<file path="src/hw/rtl/hgcd_pkg.sv">
// Package for the haversine great-circle distance unit.
// Holds the datapath beat types, fixed-point constants and the CORDIC angle table function.
// Depends on nothing.
`timescale 1ns / 1ps

package hgcd_pkg;

    // CORDIC datapath beat: Q40 vector, Q64-turn angle and quadrant tag.
    typedef struct packed {
        logic signed [43:0] x;
        logic signed [43:0] y;
        logic signed [63:0] z;
        logic [1:0]         quad;
    } cordic_t;

    // Square root datapath beat: remaining radicand and partial root.
    typedef struct packed {
        logic [60:0] v;
        logic [60:0] r;
    } sqrt_t;

    localparam int SQRT_STEPS = 31;
    localparam logic signed [43:0] GAIN_Q40 = 44'sd667681663043;
    localparam logic [63:0] INV2PI_Q64 = 64'h28BE60DB9391054A;
    localparam logic [63:0] PI_Q62 = 64'hC90FDAA22168C235;
    localparam logic [63:0] EIGHTH_TURN = 64'h2000000000000000;
    localparam logic [63:0] QUARTER_TURN = 64'h4000000000000000;
    localparam logic [60:0] ONE_Q60 = 61'h1000000000000000;
    localparam logic [22:0] RADIUS_RESET = 23'd6378137;
    localparam logic [32:0] RADIUS_SCALE = 33'd1000;

    // Divide by the odd number 2k+1; evaluated only while elaborating the table.
    function automatic logic [63:0] div_odd(input logic [63:0] v, input int unsigned k);
        logic [63:0] q;
        case (k)
            0:  q = v / 1;
            1:  q = v / 3;
            2:  q = v / 5;
            3:  q = v / 7;
            4:  q = v / 9;
            5:  q = v / 11;
            6:  q = v / 13;
            7:  q = v / 15;
            8:  q = v / 17;
            9:  q = v / 19;
            10: q = v / 21;
            11: q = v / 23;
            12: q = v / 25;
            13: q = v / 27;
            14: q = v / 29;
            15: q = v / 31;
            16: q = v / 33;
            17: q = v / 35;
            18: q = v / 37;
            19: q = v / 39;
            20: q = v / 41;
            21: q = v / 43;
            22: q = v / 45;
            23: q = v / 47;
            24: q = v / 49;
            25: q = v / 51;
            26: q = v / 53;
            27: q = v / 55;
            28: q = v / 57;
            29: q = v / 59;
            30: q = v / 61;
            31: q = v / 63;
            default: q = '0;
        endcase
        return q;
    endfunction

    // atan(2^-i) as a Q64 fraction of a turn, summed from its power series.
    function automatic logic [63:0] atan_turn(input int unsigned i);
        logic [63:0] sum;
        logic [63:0] term;
        int unsigned sh;
        int unsigned k;
        bit stop;
        sum = '0;
        stop = 1'b0;
        if (i == 0)
        begin
            return EIGHTH_TURN;
        end
        for (k = 0; k < 32; k++)
        begin
            if (!stop)
            begin
                sh = i * (2 * k + 1);
                if (sh >= 64)
                begin
                    stop = 1'b1;
                end
                else
                begin
                    term = div_odd(INV2PI_Q64 >> sh, k);
                    if (term == 0)
                    begin
                        stop = 1'b1;
                    end
                    else if (k[0])
                    begin
                        sum = sum - term;
                    end
                    else
                    begin
                        sum = sum + term;
                    end
                end
            end
        end
        return sum;
    endfunction

endpackage

</file>
<file path="src/hw/rtl/hgcd_sqrt_cell.sv">
// One digit cell of the restoring floor square root, registered at its output.
// Depends on hgcd_pkg for the beat type.
`timescale 1ns / 1ps

module hgcd_sqrt_cell #(
    parameter int STEP = 0
) (
    input  logic            clk,
    input  hgcd_pkg::sqrt_t beat_in,
    output hgcd_pkg::sqrt_t beat_out
);
    import hgcd_pkg::*;

    localparam int SH = 60 - 2 * STEP;
    localparam logic [60:0] BIT_VAL = 61'(1) << SH;

    logic [61:0] trial;
    sqrt_t       beat_next;
    sqrt_t       beat_reg;

    // Subtract the trial value when it fits and set this root digit.
    always_comb
    begin
        trial = {1'b0, beat_in.r} + {1'b0, BIT_VAL};
        if ({1'b0, beat_in.v} >= trial)
        begin
            beat_next.v = beat_in.v - trial[60:0];
            beat_next.r = (beat_in.r >> 1) + BIT_VAL;
        end
        else
        begin
            beat_next.v = beat_in.v;
            beat_next.r = beat_in.r >> 1;
        end
    end

    always_ff @(posedge clk)
    begin
        beat_reg <= beat_next;
    end

    assign beat_out = beat_reg;

endmodule

</file>
<file path="config.mk">
export PLATFORM = sky130hd
export DESIGN_NAME = hgcd_sqrt_cell
export DESIGN_NICKNAME = d
export VERILOG_FILES = /design/src/hw/rtl/hgcd_pkg.sv /design/src/hw/rtl/hgcd_sqrt_cell.sv
export SDC_FILE = /design/constraint.sdc
export NUM_CORES = 1
export LEC_CHECK = 0
export BUFFER_PORTS_ARGS = -buffer_cell sky130_fd_sc_hd__buf_2
export CAP_MARGIN = 15
export CORE_MARGIN = 2
export CORE_UTILIZATION = 46
export CTS_CLUSTER_DIAMETER = 50
export DETAILED_ROUTE_END_ITERATION = 10
export PLACE_DENSITY = 0.82
export SYNTH_ARGS = -nofsm -noshare
export SYNTH_HDL_FRONTEND = slang
export SYNTH_SLANG_ARGS = --single-unit
export TNS_END_PERCENT = 10
</file>
<file path="constraint.sdc">
create_clock -name clk -period 3 [get_ports clk]
set_input_delay 0.6 -clock clk [delete_from_list [all_inputs] [get_ports clk]]
set_output_delay 0.6 -clock clk [all_outputs]
set_load 0.005 [all_outputs]
</file>
After elaboration in Yosys (flattened, before gate mapping). Cells that the tools add are included.

Register bits: 122. Bits in latches: 0. Bits in writable memories: 0. Memory bits (read-only): 0. Input bits: 123. Output and inout bits: 122. Logic and storage cells: 8. Memories: 0.

$add $sub $neg: 3. Multiply operators: 0. Div/mod/pow operators: 0. $lt $le $gt $ge: 1. Eq/ne operators: 0. Shifts and indexed selects: 0. Multiplexer cells: 1. Bitwise operators: 0. Reduce and logical (&&, ||, !) cells: 0.

Operator list (count): two-way mux 122 bit (1); adder 61 x 61 -> 62 bit (second input constant) (1); >= comparator 61 x 62 -> 1 bit (1); adder 60 x 61 -> 61 bit (second input constant) (1); subtractor 61 bit (1).

Depth between registers and ports, before layout. Gate-level depths: netlist of run 1.

Word-level depth: 3. Depth in mapped cells: 15. Gate-level depth less buffers: 14.

Worst setup path after synthesis of run 1. No wires, ideal clock.

Path kind: input port to flip-flop. From: input beat_in[35] in the netlist's numbering. To: register beat_reg (netlist bit beat_out[120]). Library setup time: 0.119 ns. Data arrival time: 3.002 ns. Required time: 2.881 ns. Path slack: -0.120 ns. Stages: 14. Buffers on the path: 2. Cells stage by stage: inv_1 > ha_1 > buf_4 > a21oi_4 > o21ai_1 > a211o_1 > a21o_1 > a211oi_4 > o221ai_2 > o2111a_2 > nor2_8 > inv_4 > buf_6 > o221a_1.

RTL lines: start, declared (line hgcd_sqrt_cell.sv:9) `input hgcd_pkg::sqrt_t beat_in,`; end signal, assigned (line hgcd_sqrt_cell.sv:39) `beat_reg <= beat_next;`; end, declared (line hgcd_sqrt_cell.sv:19) `sqrt_t beat_reg;`.

==> results of run 1 <==
-- final timing paths --
check	start	slack, ns	endpoint	cells past startpoint
worst max-delay path	beat_in[61]	0.04	beat_out[98]$_DFF_P_	14
worst min-delay path	beat_in[54]	0.29	beat_out[53]$_DFF_P_	1
-- cells in the final DEF (no fill, tap or decap), types with 9 or more instances in the layout --
master	n
o21ai_0	37
nand3_1	13
ha_1	44
nor3_1	9
a21o_1	25
a21oi_2	14
buf_2	244
ha_4	15
o21bai_1	15
dfxtp_1	122
xor2_1	24
a21oi_1	91
clkbuf_16	18
nand4_1	25
nand2_1	66
inv_1	72
xnor2_1	30
buf_4	198
nor2_1	81
-- layer usage --
layer | vias to the layer above | global-route usage | part of all wire | routed length (um)
li1 | 3812 | - | - | -
met1 | 3670 | 0.3120 | 0.39 | 9237
met2 | 364 | 0.4954 | 0.51 | 11860
met3 | 67 | 0.06411 | 0.069 | 1619
met4 | 0 | 0.1319 | 0.032 | 750
met5 | - | 0 | 0 | 0
-- cell families after synthesis --
kind of cell | count (synthesis) | share of synthesized area
adders and majority gates | 63 | 0.1148
buffers and inverters | 118 | 0.07112
xor gates and xnor gates | 55 | 0.06949
and+or+nand+nor | 235 | 0.1540
AOI/OAI and AO/OA | 257 | 0.2366
muxes | 1 | 0.001624
DFF | 122 | 0.3523
-- where the power goes --
| part | total (mW) | leakage (nW) | internal [mW] | switching, mW |
|---|---|---|---|---|
| Combinational | 1.74 | 4.06 | 0.859 | 0.885 |
| Sequential | 1.82 | 1.03 | 1.78 | 0.0395 |
| Clock | 2.08 | 0.293 | 1.36 | 0.718 |
-- area by class of cell --
type / instances / area, um^2
Clock buffer: 23 / 478.0
Clock inverter: 8 / 117.6
Fill cell: 1059 / 3820
Antenna cell: 1 / 2.502
Inverter: 78 / 310.3
Tap cell: 184 / 230.2
Multi-Input combinational cell: 611 / 4434
Sequential cell: 122 / 2442
Timing Repair Buffer: 448 / 2809
-- per-stage QoR --
stage | std cells | power (mW) | hold slack, ns | TNS, ns | setup WS, ns
2_1_floorplan | 851 | 2.733 | 0.6277 | -0.1999 | -0.07172
3_3_place_gp | 1440 | 3.429 | 0.7167 | -20.21 | -0.4496
3_5_place_dp | 1440 | 3.467 | 0.7183 | -23.60 | -0.4813
4_1_cts | 1471 | 5.559 | 0.2743 | -0.003789 | -0.003789
5_1_grt | 1475 | 5.888 | 0.2770 | -1.387 | -0.06373
6_report | 1475 | 5.638 | 0.2852 | 0 | 0.04303
-- what timing repair did --
| action | 4_1_cts | 5_1_grt |
|---|---|---|
| hold buffers | 0 | 0 |
| endpoints found under the setup margin | 22 | 62 |
| gates cloned | 0 | 1 |
| pin swaps | 1 | 13 |
| setup buffers | 0 | 2 |
| gates resized for setup | 5 | 49 |
==> flow_summary.json, run 1 <==
{
  "synth_edf_count": 0,
  "cp_num_buf_inv": 3,
  "worst_pin_slew_ns": 0.4749,
  "p_leak_nw": 5.381,
  "final_util": 0.7391,
  "largest_reg_flops": 122,
  "synth_top_area_frac": 0.3523,
  "numPortBuffers": 244,
  "power_density_nw_per_um2": 520.9,
  "hold_class": "input port to flip-flop",
  "clock_sinks": 122,
  "fp-row-count": 44,
  "ys_seq_elements": 122,
  "area_growth_pct": 56.15,
  "synthTopCellsByCount": "dfxtp_1 (122), a21oi_1 (103), nor2_1 (88)",
  "max_cap_violations": 0,
  "min_period_over_period": 0.9857,
  "cp_cell_sequence": "buf_2 > inv_1 > ha_1 > fa_1 > nand2b_4 > a21oi_2 > o211ai_1 > a31oi_2 > a211oi_4 > o221ai_2 > o2111a_2 > nor2_8 > inv_8 > mux2_2",
  "synth_top_cells_by_area": "dfxtp_1 (35%), ha_1 (11%), a21oi_1 (7.4%)",
  "die_w_um": 126.8,
  "root_buffer": "clkbuf_16",
  "seq_area_frac_synth": 0.3523,
  "dieArea_um2": 16070,
  "fmax_mhz": 338.2,
  "syn-mean-instance-area_um2": 8.145,
  "viasPerCell": 5.365,
  "h-tree-depth": 4,
  "clockBufferDepth": 2,
  "yosys.area.top_type": "dfxtp_1",
  "syn-cell-area_um2": 6932,
  "drt_iter0_drc": 663,
  "routedWlPerCell_um": 15.91,
  "coreArea_um2": 14640,
  "ys.flop_type": "dfxtp_1",
  "wl_mm": 23.47,
  "final_cell_area_um2": 10820,
  "vias": 7913,
  "cp-start-kind": "input port",
  "post-dp-hpwl_mm": 17.39,
  "clkTransAtPathRegs_ns": 0.06,
  "dpl_cell_area_um2": 9945,
  "outcome": "complete, no violations",
  "end_kind": "flip-flop",
  "period_minus_slack_ns": 2.957,
  "finalWeightedCongestion": 0.9101,
  "chipHeight_um": 126.8,
  "slew_headroom": 0.6807,
  "crit_arrival_ns": 3.26,
  "rsz0062_at_grt": "yes",
  "drt-pass1-iter-count": 6,
  "critPathTopFamily": "compound AO/OA/AOI/OAI gates",
  "io_pins": 245,
  "synth_nets": 1037,
  "grt_pass1_vias": 7857,
  "crit_fanout": 14,
  "yosys_warnings": 0,
  "maxSlewViolCount": 0,
  "setup_viol_count_final": 0,
  "nNetsFinal": 1464,
  "grt_max_degree": 36,
  "drc_errors": 0,
  "grt_pass1_wl_mm": 36.03,
  "track_usage": 0.2771,
  "critPathKind": "input port to flip-flop",
  "peakVddDrop_uv": 693.5,
  "syn_inst": 851,
  "detail-route-antenna-nets": 0,
  "hold_viol_final": 0,
  "start_util": 0.4733,
  "cp.required_ns": 3.30,
  "antenna_found_initial": 1,
  "synthArstFlopShare": 0,
  "yosysUniqueCellTypes": 61,
  "cts_tree": "done",
  "numCtsBuffers": 17,
  "cp_slowest_stage_delay_ns": 0.40,
  "slowest_stage": "fa_1",
  "grt.overflow.total": 0,
  "drive_gt1_frac": 0.4388,
  "synth_most_common_cell": "dfxtp_1"
}
Note: power is estimated with default switching activity, not from simulation.
==> run 2, diff against run 1 <==
Settings changed: ABC_AREA from default to 1, CORE_UTILIZATION 46 to 49, TNS_END_PERCENT 10 to default.
==> run 2 against run 1 <==
Compared with the run above: clock power is 13% higher; sequential power is essentially flat; clock-buffer cell count down 5; fmax is 24% higher; flip-flop and latch count stayed put; via count rose by 33%; critical endpoint is now beat_out[113]$_DFF_P_; final area grew 6.2%; worst setup slack better by 0.58 ns; area after synthesis increased by 35%; total power up 2.7%.
==> flow_summary.json, run 2 <==
{
  "cts-hold-fix-buffers": 0,
  "synthTopCellsByCount": "nand2_1 (630), inv_1 (405), dfxtp_1 (122)",
  "routedWlPerCell_um": 15.68,
  "outcome": "complete, no violations",
  "synth_top_family_by_area": "simple AND/OR/NAND/NOR gates",
  "critPathKind": "input port to flip-flop",
  "cp_common_cell": "nand2_1",
  "synth_top_cells_by_area": "dfxtp_1 (26%), nand2_1 (25%), inv_1 (16%)",
  "ys_seq_elements": 122,
  "pwr-share-comb": 0.281,
  "synth_xor_area_frac": 0.02817,
  "dpl_cell_area_um2": 10840,
  "wl_mm": 33.35,
  "largest_reg_flops": 122,
  "cts_tree": "done",
  "cp-start-kind": "input port",
  "grt_max_degree": 42,
  "hold_viol_final": 0,
  "intPower_mw": 3.849,
  "area_growth_pct": 23.20,
  "root_buffer": "clkbuf_16",
  "coreArea_um2": 18710,
  "synth_simple_gate_area_share": 0.3916,
  "end_kind": "flip-flop",
  "p_leak_nw": 7.262,
  "grt.overflow.total": 0,
  "place_ws_ns": 0.1715,
  "detail-route-antenna-nets": 0,
  "io_pins": 245,
  "worst_hold_path.endpoint": "beat_out[35]$_DFF_P_",
  "yosys_warnings": 0,
  "final_common_cell": "nand2_1",
  "power_density_nw_per_um2": 503.8,
  "hold_class": "input port to flip-flop",
  "drt_iter0_drc": 794,
  "setup_viol_count_final": 0,
  "yosys.area.top_type": "dfxtp_1",
  "worst_pin_slew_ns": 0.5713,
  "multiInputGateArea_um2": 5194,
  "peakVddDrop_uv": 406.5,
  "period_minus_slack_ns": 2.375,
  "post-dp-hpwl_mm": 28.01,
  "synth_top_area_frac": 0.2618,
  "dpl.cell_count": 2095,
  "drt-pass1-iter-count": 6,
  "pwr-share-clk": 0.406,
  "rsz0062_at_grt": "no",
  "final_cell_area_um2": 11490,
  "fillers": 1895,
  "hold_depth": 1,
  "crit_arrival_ns": 2.75,
  "swShare": 0.3353,
  "slowest_stage": "ha_1",
  "yosysUniqueCellTypes": 37,
  "drive_gt1_frac": 0.1717,
  "crit_fanout": 29,
  "slew_headroom": 0.6191,
  "fin_ws_ns": 0.6249,
  "viasPerCell": 4.944,
  "chipHeight_um": 142.0,
  "grt_pass1_vias": 9595,
  "switchingPower_mw": 1.941,
  "synth_most_common_cell": "nand2_1",
  "cp.required_ns": 3.38,
  "ys.flop_type": "dfxtp_1",
  "nNetsFinal": 2066,
  "final_cells": 2127,
  "synth_nets": 1809,
  "final_util": 0.6144,
  "hp-start": "beat_in[36]",
  "clkTransAtPathRegs_ns": 0.06,
  "vias": 10520,
  "min_period_over_period": 0.7917,
  "synthAdderAreaFrac": 0.08530,
  "power_frac_seq": 0.313,
  "start_util": 0.4987,
  "cp_num_buf_inv": 4,
  "clock_sinks": 122,
  "cts_setup_buffers": 0,
  "fmax_mhz": 421.0,
  "dieArea_um2": 20160,
  "max_cap_violations": 0,
  "setup_tns_ns": 0,
  "synthArstFlopShare": 0,
  "syn-mean-instance-area_um2": 5.748,
  "grt_pass1_wl_mm": 50.77,
  "h-tree-depth": 4,
  "critPathTopFamily": "simple AND/OR/NAND/NOR gates",
  "muxShareOfSynthArea": 0,
  "finalWeightedCongestion": 0.9758,
  "maxSlewViolCount": 0,
  "track_usage": 0.3302,
  "cp_slowest_stage_delay_ns": 0.37,
  "seq_area_um2": 2442,
  "cp_cell_sequence": "buf_2 > inv_1 > ha_1 > nand2_1 > inv_1 > nand2_1 > nor3_2 > nand4_2 > nand3_4 > buf_12 > nand3_1 > nand2_1",
  "syn-cell-area_um2": 9329,
  "die_w_um": 142.0,
  "numPortBuffers": 244,
  "seq_area_frac_synth": 0.2618,
  "fp-row-count": 50,
  "diodes": 0,
  "drc_errors": 0,
  "clockBufferDepth": 2,
  "synth_compound_area_frac": 0.05164,
  "antenna_found_initial": 0,
  "synth_edf_count": 0,
  "postCtsResizedCells": 0,
  "numCtsBuffers": 17,
  "syn_inst": 1623,
  "layout_common_cells": "nand2_1 (630), inv_1 (405), buf_2 (244)"
}
-- run 2: cell count changes after synthesis, sizes merged, moves of 10 or more --
cell,previous run,this run
nand2,71,641
inv,78,414
a21oi,108,42
nand3,13,73
xnor2,31,1
a21o,25,1
nor2,89,111
o21bai,15,2
buf,26,14
nand4,25,36
a31oi,10,0
clkbuf,14,4
-- run 2: worst max path at each step --
stage	cells after the start	end	slack (ns)	startpoint
floorplan	15	beat_out[113]$_DFF_P_	0.65	beat_in[61]
global placement	13	beat_out[84]$_DFF_P_	0.18	beat_in[40]
detailed placement	13	beat_out[84]$_DFF_P_	0.17	beat_in[42]
CTS	14	beat_out[84]$_DFF_P_	0.62	beat_in[42]
global route	16	beat_out[84]$_DFF_P_	0.47	beat_in[61]
finish	12	beat_out[113]$_DFF_P_	0.62	beat_in[55]
-- run 2: routing by layer --
metal	routed length, um	global-route usage	share of wire
met1	15010	0.4580	0.45
met2	14300	0.5095	0.43
met3	3256	0.08244	0.098
met4	790	0.09316	0.024
met5	0	0	0
-- run 2: cells by family after synthesis --
group / count (synthesis)
AO/OA/AOI/OAI: 94
AND/OR/NAND/NOR: 881
XOR/XNOR: 30
adder cells (fa/ha/maj): 63
buffers and inverters: 433
flip-flops: 122
-- run 2: layout make-up --
class	count	share of cell area
Timing Repair Buffer	256	0.1174
Clock buffer	18	0.03821
Sequential cell	122	0.2125
Tap cell	234	0.02547
Inverter	415	0.1355
Clock inverter	14	0.01905
Multi-Input combinational cell	1068	0.4519
-- run 2: power by group through the flow --
stage / clock [mW] / sequential, mW / combinational, mW
after floorplan: 0 / 1.87 / 0.954
after global placement: 0 / 1.84 / 1.57
after detailed placement: 0 / 1.84 / 1.58
after CTS: 2.36 / 1.81 / 1.60
after global routing: 2.43 / 1.82 / 1.81
final: 2.35 / 1.81 / 1.63
-- run 2: metrics by stage --
| step | hold slack, ns | total power, mW |
|---|---|---|
| 2_1_floorplan | 0.6277 | 2.824 |
| 3_3_place_gp | 0.7167 | 3.411 |
| 3_5_place_dp | 0.7169 | 3.429 |
| 4_1_cts | 0.2726 | 5.773 |
| 5_1_grt | 0.2705 | 6.057 |
| 6_report | 0.2746 | 5.790 |
