## config.mk

```make
export PLATFORM = sky130hd
export DESIGN_NAME = hgcd_cordic_cell
export DESIGN_NICKNAME = d
export VERILOG_FILES = /design/src/hw/rtl/hgcd_pkg.sv /design/src/hw/rtl/hgcd_cordic_cell.sv
export SDC_FILE = /design/constraint.sdc
export NUM_CORES = 1
export LEC_CHECK = 0
export BUFFER_PORTS_ARGS = -buffer_cell sky130_fd_sc_hd__buf_2
export CORE_MARGIN = 3
export CORE_UTILIZATION = 25
export CTS_BUF_LIST = sky130_fd_sc_hd__clkbuf_2
export DETAILED_ROUTE_END_ITERATION = 8
export GPL_ROUTABILITY_DRIVEN = 0
export PLACE_DENSITY = 0.51
export SYNTH_ARGS = -nofsm -noshare
export SYNTH_HDL_FRONTEND = slang
export SYNTH_SLANG_ARGS = --single-unit
```

## constraint.sdc

```tcl
create_clock -name clk -period 2.94 [get_ports clk]
set_input_delay 0.441 -clock clk [delete_from_list [all_inputs] [get_ports clk]]
set_output_delay 0.441 -clock clk [all_outputs]
set_load 0.02 [all_outputs]
```

## src/hw/rtl/hgcd_pkg.sv

```systemverilog
// Package for the haversine great-circle distance unit.
// Holds the datapath beat types, fixed-point constants and the CORDIC angle table function.
// Depends on nothing.
`timescale 1ns / 1ps

package hgcd_pkg;

    // CORDIC datapath beat: Q40 vector, Q64-turn angle and quadrant tag.
    typedef struct packed {
        logic signed [43:0] x;
        logic signed [43:0] y;
        logic signed [63:0] z;
        logic [1:0]         quad;
    } cordic_t;

    // Square root datapath beat: remaining radicand and partial root.
    typedef struct packed {
        logic [60:0] v;
        logic [60:0] r;
    } sqrt_t;

    localparam int SQRT_STEPS = 31;
    localparam logic signed [43:0] GAIN_Q40 = 44'sd667681663043;
    localparam logic [63:0] INV2PI_Q64 = 64'h28BE60DB9391054A;
    localparam logic [63:0] PI_Q62 = 64'hC90FDAA22168C235;
    localparam logic [63:0] EIGHTH_TURN = 64'h2000000000000000;
    localparam logic [63:0] QUARTER_TURN = 64'h4000000000000000;
    localparam logic [60:0] ONE_Q60 = 61'h1000000000000000;
    localparam logic [22:0] RADIUS_RESET = 23'd6378137;
    localparam logic [32:0] RADIUS_SCALE = 33'd1000;

    // Divide by the odd number 2k+1; evaluated only while elaborating the table.
    function automatic logic [63:0] div_odd(input logic [63:0] v, input int unsigned k);
        logic [63:0] q;
        case (k)
            0:  q = v / 1;
            1:  q = v / 3;
            2:  q = v / 5;
            3:  q = v / 7;
            4:  q = v / 9;
            5:  q = v / 11;
            6:  q = v / 13;
            7:  q = v / 15;
            8:  q = v / 17;
            9:  q = v / 19;
            10: q = v / 21;
            11: q = v / 23;
            12: q = v / 25;
            13: q = v / 27;
            14: q = v / 29;
            15: q = v / 31;
            16: q = v / 33;
            17: q = v / 35;
            18: q = v / 37;
            19: q = v / 39;
            20: q = v / 41;
            21: q = v / 43;
            22: q = v / 45;
            23: q = v / 47;
            24: q = v / 49;
            25: q = v / 51;
            26: q = v / 53;
            27: q = v / 55;
            28: q = v / 57;
            29: q = v / 59;
            30: q = v / 61;
            31: q = v / 63;
            default: q = '0;
        endcase
        return q;
    endfunction

    // atan(2^-i) as a Q64 fraction of a turn, summed from its power series.
    function automatic logic [63:0] atan_turn(input int unsigned i);
        logic [63:0] sum;
        logic [63:0] term;
        int unsigned sh;
        int unsigned k;
        bit stop;
        sum = '0;
        stop = 1'b0;
        if (i == 0)
        begin
            return EIGHTH_TURN;
        end
        for (k = 0; k < 32; k++)
        begin
            if (!stop)
            begin
                sh = i * (2 * k + 1);
                if (sh >= 64)
                begin
                    stop = 1'b1;
                end
                else
                begin
                    term = div_odd(INV2PI_Q64 >> sh, k);
                    if (term == 0)
                    begin
                        stop = 1'b1;
                    end
                    else if (k[0])
                    begin
                        sum = sum - term;
                    end
                    else
                    begin
                        sum = sum + term;
                    end
                end
            end
        end
        return sum;
    endfunction

endpackage

```

## src/hw/rtl/hgcd_cordic_cell.sv

```systemverilog
// One CORDIC iteration cell, rotation or vectoring mode, registered at its output.
// Depends on hgcd_pkg for the beat type and the angle table.
`timescale 1ns / 1ps

module hgcd_cordic_cell #(
    parameter int STEP      = 0,
    parameter bit VECTORING = 1'b0
) (
    input  logic              clk,
    input  hgcd_pkg::cordic_t beat_in,
    output hgcd_pkg::cordic_t beat_out
);
    import hgcd_pkg::*;

    localparam logic signed [63:0] ANGLE = $signed(atan_turn(STEP));

    logic               dir_pos;
    logic signed [43:0] dx;
    logic signed [43:0] dy;
    cordic_t            beat_next;
    cordic_t            beat_reg;

    // Rotation drives z toward zero; vectoring drives y toward zero.
    always_comb
    begin
        dx = beat_in.y >>> STEP;
        dy = beat_in.x >>> STEP;
        if (VECTORING)
        begin
            dir_pos = !(beat_in.y > 0);
        end
        else
        begin
            dir_pos = (beat_in.z >= 0);
        end
        beat_next.quad = beat_in.quad;
        if (dir_pos)
        begin
            beat_next.x = beat_in.x - dx;
            beat_next.y = beat_in.y + dy;
            beat_next.z = beat_in.z - ANGLE;
        end
        else
        begin
            beat_next.x = beat_in.x + dx;
            beat_next.y = beat_in.y - dy;
            beat_next.z = beat_in.z + ANGLE;
        end
    end

    always_ff @(posedge clk)
    begin
        beat_reg <= beat_next;
    end

    assign beat_out = beat_reg;

endmodule

```

# Yosys cells after proc, flatten, opt, wreduce, memory -nomap -nowiden
# Index checks and enable logic that the tools add are counted.
# op_classes
add_sub_neg	5
order_cmp	1
n_mux	1
# ops
cell	count
$mux 152	1
$sub 44x44->44	2
$add 64x63->64 const B	1
$ge 64x1->1 const B	1
$sub 64x63->64 const B	1
$add 44x44->44	1
# totals
register_bits	154
in_bits	155
output_inout_bits	154
wordCells	11

# Logic depth before layout (Yosys ltp)
# Gate-level depths: netlist (run 1).
# depth
word_depth	2
mapped_depth	14
ltp_nobuf	13

# Worst setup path before layout (run 1)
# Ideal clock, no wire load.
# synth_timing
path_type	input -> register
startpoint	input port beat_in[66] in the netlist's numbering
endpoint	register beat_reg, in the netlist beat_out[108]
setup_time_ns	0.126
arrival_ns	2.931
path_slack_ns	-0.117
stages	13
n_path_buf	0
cell_sequence	ha_1 inv_1 fa_1 nor2_1 o221ai_2 a21oi_2 a41o_1 o31ai_4 a31oi_2 a311oi_4 o41ai_4 a41oi_2 xor2_1
# synth_rtl
element	line	rtl
start, declared	hgcd_cordic_cell.sv:10	input hgcd_pkg::cordic_t beat_in,
end signal, assigned	hgcd_cordic_cell.sv:53	beat_reg <= beat_next;
end, declared	hgcd_cordic_cell.sv:21	cordic_t beat_reg;

==> results of run 1 <==
-- layout by cell type, fill, tap and decap left out, types with 8 or more instances in the layout --
cell type / netlist / final
xor2_1: 10 / 10
a211oi_1: 11 / 10
mux2i_1: 22 / 21
a21oi_1: 177 / 176
a21o_1: 25 / 25
clkbuf_2: 0 / 18
dfxtp_1: 153 / 153
dlygate4sd3_1: 0 / 192
ha_1: 145 / 141
nor4_1: 10 / 8
o211ai_1: 17 / 17
o21bai_1: 47 / 46
inv_1: 131 / 131
nand2_1: 83 / 83
buf_4: 2 / 420
nor3_1: 28 / 27
xnor2_1: 75 / 75
a31oi_1: 12 / 10
nor2b_1: 11 / 11
buf_2: 19 / 307
o21a_1: 21 / 21
nand4_1: 23 / 23
o21ai_0: 97 / 93
nor2_1: 117 / 116
nand3_1: 12 / 12
-- worst paths after layout --
| kind | endpoint | slack [ns] |
|---|---|---|
| hold / removal | beat_out[137] | 0.15 |
| setup / recovery | beat_out[145] | -0.04 |
-- repair_timing --
| action | in CTS | in global routing |
|---|---|---|
| hold buffers | 192 | 0 |
| buffers inserted | 0 | 2 |
| setup endpoints to repair | 0 | 31 |
| resized for setup | 0 | 25 |
| endpoints found under the hold margin | 124 | 0 |
-- power by group --
group	switching, mW	internal, mW	total [mW]
Combinational	2.16	1.76	3.92
Clock	0.958	0.338	1.30
Sequential	0.103	2.42	2.52
-- Yosys cell counts, types with 5 or more instances --
cell type / instances
xnor2_1: 75
o21bai_1: 47
nand2_1: 83
buf_1: 7
or3_1: 5
a31oi_1: 12
clkbuf_1: 35
xor2_1: 10
nand4_1: 23
o21a_1: 21
inv_1: 131
nor4_1: 10
o211ai_1: 17
nor3_1: 28
a221oi_1: 7
nand3_1: 12
dfxtp_1: 153
a211oi_1: 11
buf_2: 19
or2_2: 6
ha_1: 145
clkinv_1: 5
mux2i_1: 22
a21o_1: 25
o31ai_1: 8
o21ai_0: 97
nand2b_1: 7
nor2b_1: 11
nor2_1: 117
a21oi_1: 177
-- critical path, stage by stage --
cell and delay, ns:
dlygate4sd3_1 0.53, buf_2 0.14, ha_2 0.38, buf_4 0.16
nand4_1 0.09, a21oi_1 0.19, nor3b_1 0.09, buf_4 0.14
o31a_1 0.30, buf_4 0.16, o21a_1 0.17, o21bai_1 0.33
a21o_1 0.24, a21oi_1 0.09, a31oi_1 0.28, xnor2_1 0.16
-- layout make-up --
cell class / instances / share of cell area
antenna: 2 / 0.000267
clock buffer: 18 / 0.00481
clock inverter: 14 / 0.00741
inverter: 138 / 0.0276
multi-input combinational: 1058 / 0.403
sequential: 153 / 0.163
tap: 592 / 0.0395
timing repair buffer: 920 / 0.354
-- through the flow --
stage	area, sq um	utilization	setup slack [ns]	cells	total power, mW
2_1_floorplan	11300	-	-0.0118	1412	4.37
3_3_place_gp	16500	0.371	-0.536	2667	6.15
3_5_place_dp	16500	0.371	-0.579	2667	6.17
4_1_cts	18600	0.419	0.0190	2891	7.76
5_1_grt	18700	0.422	-0.00687	2894	8.21
6_report	18700	0.422	-0.0363	2895	7.73
-- routing by layer --
metal	up-vias	share of wire	GRT usage	wire length [um]
li1	6674	-	-	-
met3	81	0.071	0.0439	3580
met1	6378	0.44	0.263	22600
met4	0	0.027	0.0765	1370
met2	509	0.46	0.341	23200
met5	-	0	0	0
-- cell families after synthesis --
kind of cell             Yosys count
AO/OA/AOI/OAI                    479
adder cells (fa/ha/maj)          149
flip-flops                       153
AND/OR/NAND/NOR                  321
multiplexers                      24
buffers and inverters            201
XOR/XNOR                          85
==> run metrics, run 1 <==
Routed Wire Length 50700 um; # rows 77; largest cells by area after synthesis dfxtp_1 (27%), ha_1 (16%), a21oi_1 (7.8%); Mapped Avg Cell Area 8.00 sq um; cell count after synthesis 1412; CTS tree built; Worst Setup SP beat_in[114]; ys flop type dfxtp_1; RSZ-0062 raised after global routing true; final worst slack -0.0363 ns; CTS sink count 153; register area share after synthesis 0.271; compound-gate portion of the synthesized area 0.273; vias in the first global route 13700; Detail Placement HPWL 40600 um; cts bufs inserted 17; post-route ant nets 0; XOR/XNOR Fraction of Synth Area 0.0659; initial DRC count 898; Area Overhead vs Synth 66.0%; top cell type's share of synthesized area 0.271; fillers 4433; I/O Pins 309; Worst Path Required 3.87 ns; TNS Setup -0.0363 ns; peak supply drop 0.000238 V; First-pass DRT Iterations 6; DR WL/cell 17.5 um; Clock transition at path regs 0.36 ns; vias 13600; proportion of layout cells with a drive suffix above 1 0.349; failing checks setup timing; Hold Vio Cnt, Final 0; headroom to the max-slew limit 0.481; Final Critical Period 2.98 ns; synthesis-stage register bit count 153; DRC viols 0; post-synthesis cell type count 75; worst hold path depth 6; Post-Syn Area 11300 sq um; Mapped Nets 1716; root buf cell clkbuf_2; number of vias per cell 4.71; Final Cycle Share 1.01; crit path max fanout 7; Adder-Cell Fraction of Synth Area 0.168; post-synthesis mux area share 0.0215; sequential standard cell area 3060 sq um; initial antenna violation count 3; post-synth top area cell dfxtp_1; initial core utilization 0.254; Core Area 44400 sq um; htree depth 4; Leak Pwr 9.18 nW; final hold slack 0.152 ns; max frequency 0.336 GHz; worst slew pin tran 0.779 ns; CTS max path bufs 2; CP Launch Type input pin; Yosys warnings 0; gr ovfl total 0; multi-input logic area 7560 sq um; Die Area 47700 sq um; Worst Setup End Kind flip-flop; die height 219 um; Post-synth EDFFs 0; Arr. time, crit path 3.90 ns; Final setup viols 1; Port Buf Inserts 308; Die W 219 um; HP Class input pin to flip-flop; nets 2592; Post-Synth Simple-Gate Area 0.131; pwr/cell area 412 nW/um^2; Worst Hold Launch beat_in[93]; first-pass GRT wire length 75800 um; Final Max Tran Viols 0; critical path type input pin to flip-flop; total of max-cap violations 0; Async SR Flop Fraction 0; number of flip-flops in the largest register 153; largest family of logic cells by synthesized area compound AO/OA/AOI/OAI gates; Overall Global Routing Usage 0.206; largest net degree at the start of global routing 103; outcome finished with violations
(Power assumes the default switching activity.)
==> inputs of run 2 (changes only) <==
- CELL_PAD_IN_SITES_DETAIL_PLACEMENT: not set -> 0
- CELL_PAD_IN_SITES_GLOBAL_PLACEMENT: not set -> 1
- CORE_UTILIZATION: 25 -> 36
- PLACE_DENSITY: 0.51 -> 0.84
==> run 2 against run 1 <==
The run now ends clean. Sequential share of layout area increased by 1.6 points. Via count shrank 2.7%. Clock power grew 5%. Largest cell class unchanged. Fmax is 7.7% higher.
==> run metrics, run 2 (same netlist as run 1, synthesis figures left out) <==
die height 183 um (-16%); number of flip-flops in the largest register 153 (unchanged); # rows 64 (-17%); Post-CTS Setup Repair Bufs 0 (unchanged); peak supply drop 0.000285 V (+20%); total chip power 7.53 mW (-2.6%); Cell Int Power 4.37 mW (-3.0%); switching share of power 0.419 (+0.00264); CP top delay family compound AO/OA/AOI/OAI gates; critical path type input pin to flip-flop; Arr. time, crit path 3.51 ns (-0.39 ns); CTS sink count 153 (unchanged); Detail Placement HPWL 37500 um (-7.5%); root buf cell clkbuf_2; first-pass GRT wire length 70500 um (-6.9%); Clock transition at path regs 0.31 ns (-0.05 ns); crit path max fanout 11 (+4); most common cell after layout, fill and taps aside buf_4; RSZ-0062 raised after global routing false; Area Overhead vs Synth 50.9%; Worst Path Required 3.68 ns (-0.19 ns); Clock power frac 0.182 (+0.014); switching power total 3.16 mW (-2.0%); multi-input logic area 7460 sq um (-1.4%); CP Launch Type input pin; worst slew pin tran 0.597 ns (-0.182 ns); CTS tree built; worst hold path depth 3 (-3); Final Cycle Share 0.940 (-0.0722); placed insts 2448 (-8.2%); critical path's slowest cell ha_1; crit-path cells buf_2 -> inv_1 -> ha_1 -> buf_4 -> nand2_1 -> o21ai_0 -> a21oi_1 -> o21ai_0 -> a21oi_1 -> buf_4 -> o31ai_1 -> buf_4 -> a21oi_1 -> mux2_2 -> a31oi_1 -> xnor2_1; Worst Hold Launch beat_in[152]; Worst Path Buf+Inv 5 (unchanged); total of max-cap violations 0 (unchanged); DRC viols 0 (unchanged); Max stage delay on crit path 0.50 ns (-0.03 ns); Die Area 33500 sq um (-30%); fillers 2896 (-35%); final worst slack 0.176 ns (+0.212 ns); Worst Setup End Kind flip-flop; DR WL/cell 18.0 um (+2.7%); headroom to the max-slew limit 0.592 (+0.111); post-route ant nets 0 (unchanged); Die W 183 um (-16%); CTS max path bufs 2 (unchanged); Final Max Tran Viols 0 (unchanged); proportion of layout cells with a drive suffix above 1 0.355 (+0.00558); Leak Pwr 8.55 nW (-6.8%); gr ovfl total 0 (unchanged); nets 2443 (-5.7%); pwr/cell area 442 nW/um^2 (+7.2%); Final Critical Period 2.76 ns (-0.212 ns); Final setup viols 0 (-1); max frequency 0.362 GHz (+7.7%); outcome finished clean; cts bufs inserted 17 (unchanged); Hold Path End beat_out[152]; Overall Global Routing Usage 0.263 (+0.0574); Comb power frac 0.483 (-0.023); I/O Pins 309 (unchanged); largest net degree at the start of global routing 83 (-19%); initial antenna violation count 3 (unchanged); Core Area 30700 sq um (-31%); HP Class input pin to flip-flop; Routed Wire Length 45900 um (-9.5%); initial core utilization 0.367 (+0.113); commonest cells after routing, fill and taps aside buf_4 (394), buf_2 (307), a21oi_1 (177); First-pass DRT Iterations 8 (+2); initial DRC count 1198 (+33%); Hold Vio Cnt, Final 0 (unchanged); Sequential Power Share 0.335 (+0.009); TNS Setup 0 ns (+0.0363 ns); Place WS -0.527 ns (+0.0514 ns); sequential standard cell area 3060 sq um (unchanged); htree depth 4 (unchanged); final design utilization 0.554 (+0.132); Non-Filler Instances 2550 (-12%); number of vias per cell 5.21 (+11%); vias in the first global route 13400 (-2.3%); vias 13300 (-2.7%); Port Buf Inserts 308 (unchanged)
run 2: cell count changes in the layout (fill, tap and decap cells not counted), moves of 3 or more:
cell and delta:
dlygate4sd3_1 -124, buf_4 -26, clkinv_8 +4, ha_1 +4, o21ai_0 +4, o21ai_1 -4
o311ai_0 +3, o311ai_1 -3
run 2: cell type report:
class,instances,share of cell area
Multi-Input combinational cell,1058,0.438
Timing Repair Buffer,771,0.306
Sequential cell,153,0.180
Inverter,138,0.0304
Tap cell,396,0.0291
Clock inverter,15,0.0117
Clock buffer,17,0.00499
Antenna cell,2,0.000294
run 2: worst max path at each step:
stage / depth (start not counted) / end / from / slack [ns]
5_1_grt: 16 / beat_out[104] / beat_in[78] / 0.07
3_5_place_dp: 16 / beat_out[104] / beat_in[78] / -0.53
6_report: 16 / beat_out[104] / beat_in[78] / 0.18
2_1_floorplan: 13 / beat_out[108] / beat_in[66] / -0.01
3_3_place_gp: 14 / beat_out[103] / beat_in[70] / -0.54
4_1_cts: 16 / beat_out[104] / beat_in[78] / 0.35
run 2: power groups by stage:
stage | registers (mW) | logic (mW) | clock network, mW
4_1_cts | 2.53 | 3.60 | 1.42
3_3_place_gp | 2.56 | 3.48 | 0
3_5_place_dp | 2.57 | 3.51 | 0
2_1_floorplan | 2.99 | 1.38 | 0
5_1_grt | 2.55 | 3.90 | 1.50
6_report | 2.52 | 3.64 | 1.37
run 2: what timing repair did:
item                      CTS  global route
gates resized for setup     0             0
hold buffers               68             0
hold endpoints to repair   69             0
run 2: stage by stage:
stage | hold WS (ns) | instance area [sq um]
2_1_floorplan | 0.469 | 11300
3_3_place_gp | 0.543 | 16100
3_5_place_dp | 0.545 | 16100
4_1_cts | 0.0175 | 17000
5_1_grt | 0.0391 | 17000
6_report | 0.0791 | 17000
run 2: metal layers:
metal  global-route usage  share of wire
met5                    0        0.00028
met4                0.108          0.040
met3               0.0466          0.084
met2                0.453           0.47
met1                0.327           0.41
==> inputs of run 3 (changes only) <==
==> constraint.sdc (replaced) <==
create_clock -name clk -period 2.27 [get_ports clk]
set_input_delay 0.3405 -clock clk [delete_from_list [all_inputs] [get_ports clk]]
set_output_delay 0.3405 -clock clk [all_outputs]
set_load 0.05 [all_outputs]
==> run 3 against run 2 <==
Clock power up 38%. Sequential share of layout area down 1.5 points. Count of clock-buffer cells in the layout unchanged. The run now ends with setup timing left. Sequential cell count unchanged. Die area unchanged. Global-route usage up 1.1 points. Sequential power up 30%. Critical path depth down 3. Via count up 2.7%. Largest power group unchanged. Power up 50%. First-iteration DRC count down 4.4%. Wire length up 3.5%.
==> run metrics, run 3 (same netlist as run 1, synthesis figures left out) <==
outcome finished with violations; failing checks setup timing; Area Overhead vs Synth 64.5%; CP Launch Type input pin; first-pass GRT wire length 73100 um (+3.7%); Routed Wire Length 47500 um (+3.5%); max frequency 0.436 GHz; Core Area 30700 sq um (unchanged); Max stage delay on crit path 0.41 ns (-0.09 ns); worst hold path depth 5 (+2); Overall Global Routing Usage 0.275 (+0.0111); crit-path cells buf_2 -> inv_8 -> ha_4 -> or3b_1 -> a31oi_4 -> o311ai_2 -> a21o_1 -> a21bo_1 -> a21oi_4 -> a21oi_4 -> o221a_2 -> o22a_1 -> xnor2_1; headroom to the max-slew limit 0.551 (-0.0409); # rows 64 (unchanged); proportion of layout cells with a drive suffix above 1 0.413 (+0.0585); RSZ-0062 raised after global routing true; htree depth 4 (unchanged); CTS max path bufs 2 (unchanged); crit path max fanout 10 (-1); Final setup viols 1 (+1); Clock transition at path regs 0.32 ns (about the same); Arr. time, crit path 3.07 ns (-0.44 ns); DRC viols 0 (unchanged); peak supply drop 0.000472 V (+66%); Hold Vio Cnt, Final 0 (unchanged); Leak Pwr 9.15 nW (+7.0%); pwr/cell area 610 nW/um^2 (+38%); final hold slack 0.0472 ns (-0.0319 ns); Die W 183 um (unchanged); most frequent CP cell a21oi_4; nets 2550 (+4.4%); final design utilization 0.604 (+0.0498); initial core utilization 0.367 (unchanged); HP Class input pin to flip-flop; Final Critical Period 2.29 ns; Worst Setup End Kind flip-flop; number of flip-flops in the largest register 153 (unchanged); commonest cells after routing, fill and taps aside buf_4 (470), buf_2 (307), a21oi_1 (162); critical path's slowest cell or3b_1; post-route ant nets 0 (unchanged); Final Cycle Share 1.01; final worst slack -0.0222 ns (-0.198 ns); number of vias per cell 5.13 (-1.4%); Worst Path Required 3.05 ns (-0.63 ns); Port Buf Inserts 308 (unchanged); cts bufs inserted 17 (unchanged); initial DRC count 1145 (-4.4%); Die Area 33500 sq um (unchanged); First-pass DRT Iterations 5 (-3); vias in the first global route 13900 (+4.0%); fillers 2763 (-4.6%); initial antenna violation count 3 (unchanged); CTS tree built; DR WL/cell 17.9 um (-0.65%); worst slew pin tran 0.666 ns (+0.0697 ns); Non-Filler Instances 2657 (+4.2%); total of max-cap violations 0 (unchanged); largest net degree at the start of global routing 45 (-46%); Final Max Tran Viols 0 (unchanged); placed insts 2527 (+3.2%); Place WS -0.905 ns (-0.378 ns); I/O Pins 309 (unchanged); gr ovfl total 0 (unchanged); root buf cell clkbuf_2; CTS sink count 153 (unchanged); vias 13600 (+2.7%); Detail Placement HPWL 38500 um (+2.5%); die height 183 um (unchanged); critical path type input pin to flip-flop; most common cell after layout, fill and taps aside buf_4
## run 3: cell count changes in the layout (fill, tap and decap cells not counted), moves of 5 or more
| cell | delta |
|---|---|
| inv_4 | +5 |
| dlygate4sd3_1 | +26 |
| ha_1 | -21 |
| o21ai_0 | -19 |
| a21oi_1 | -15 |
| inv_1 | -12 |
| buf_4 | +76 |
| o21ai_1 | +16 |
| a211oi_2 | +5 |
| a211oi_1 | -5 |
| a21oi_2 | +13 |
| nor3_1 | -5 |
| ha_4 | +20 |
## run 3: what timing repair did
item	CTS	global route
buffers inserted	0	2
endpoints found under the hold margin	95	0
gates resized for setup	0	32
hold buffers	94	0
setup endpoints to repair	0	20
## run 3: report_power, final
part	internal, mW	total, mW	switching, mW	leakage, nW
sequential	3.13	3.28	0.144	1.29
clock	0.671	1.89	1.22	0.168
combinational	2.32	6.15	3.83	7.69
## run 3: area by class of cell
type / count / area [sq um] / area share
clock inverter: 15 / 211 / 0.0114
antenna: 2 / 5.00 / 0.000270
tap: 396 / 495 / 0.0267
multi-input combinational: 1058 / 8020 / 0.432
sequential: 153 / 3060 / 0.165
clock buffer: 17 / 85.1 / 0.00458
inverter: 138 / 556 / 0.0299
timing repair buffer: 878 / 6140 / 0.331
## run 3: final timing paths
kind	from	end	slack [ns]
min	beat_in[137]	beat_out[93]	0.05
max	beat_in[70]	beat_out[107]	-0.02
## run 3: per-layer routing
layer  vias up  part of all wire  wire (um)  GRT usage
met4         2             0.036       1720      0.111
met1      6301              0.41      19600      0.339
li1       6581                 -          -          -
met3       113             0.085       4050     0.0609
met2       645              0.47      22200      0.465
met5         -           0.00015          7          0
## run 3: metrics by stage
stage                     TNS [ns]  instance area (sq um)  power [mW]
final                      -0.0222                  18600        11.3
after global routing       -0.0818                  18600        11.9
after CTS                        0                  18400        11.2
after detailed placement    -43.06                  17200        9.18
after global placement      -40.38                  17200        9.13
after floorplan              -8.49                  11900        6.83
## run 3: critical path: cells and delay by family
kind | cells | cell delay (ns)
simple gates | 1 | 0.41
buf+inv | 2 | 0.20
xor+xnor | 1 | 0.13
fa+ha+maj | 1 | 0.27
compound gates | 8 | 1.72
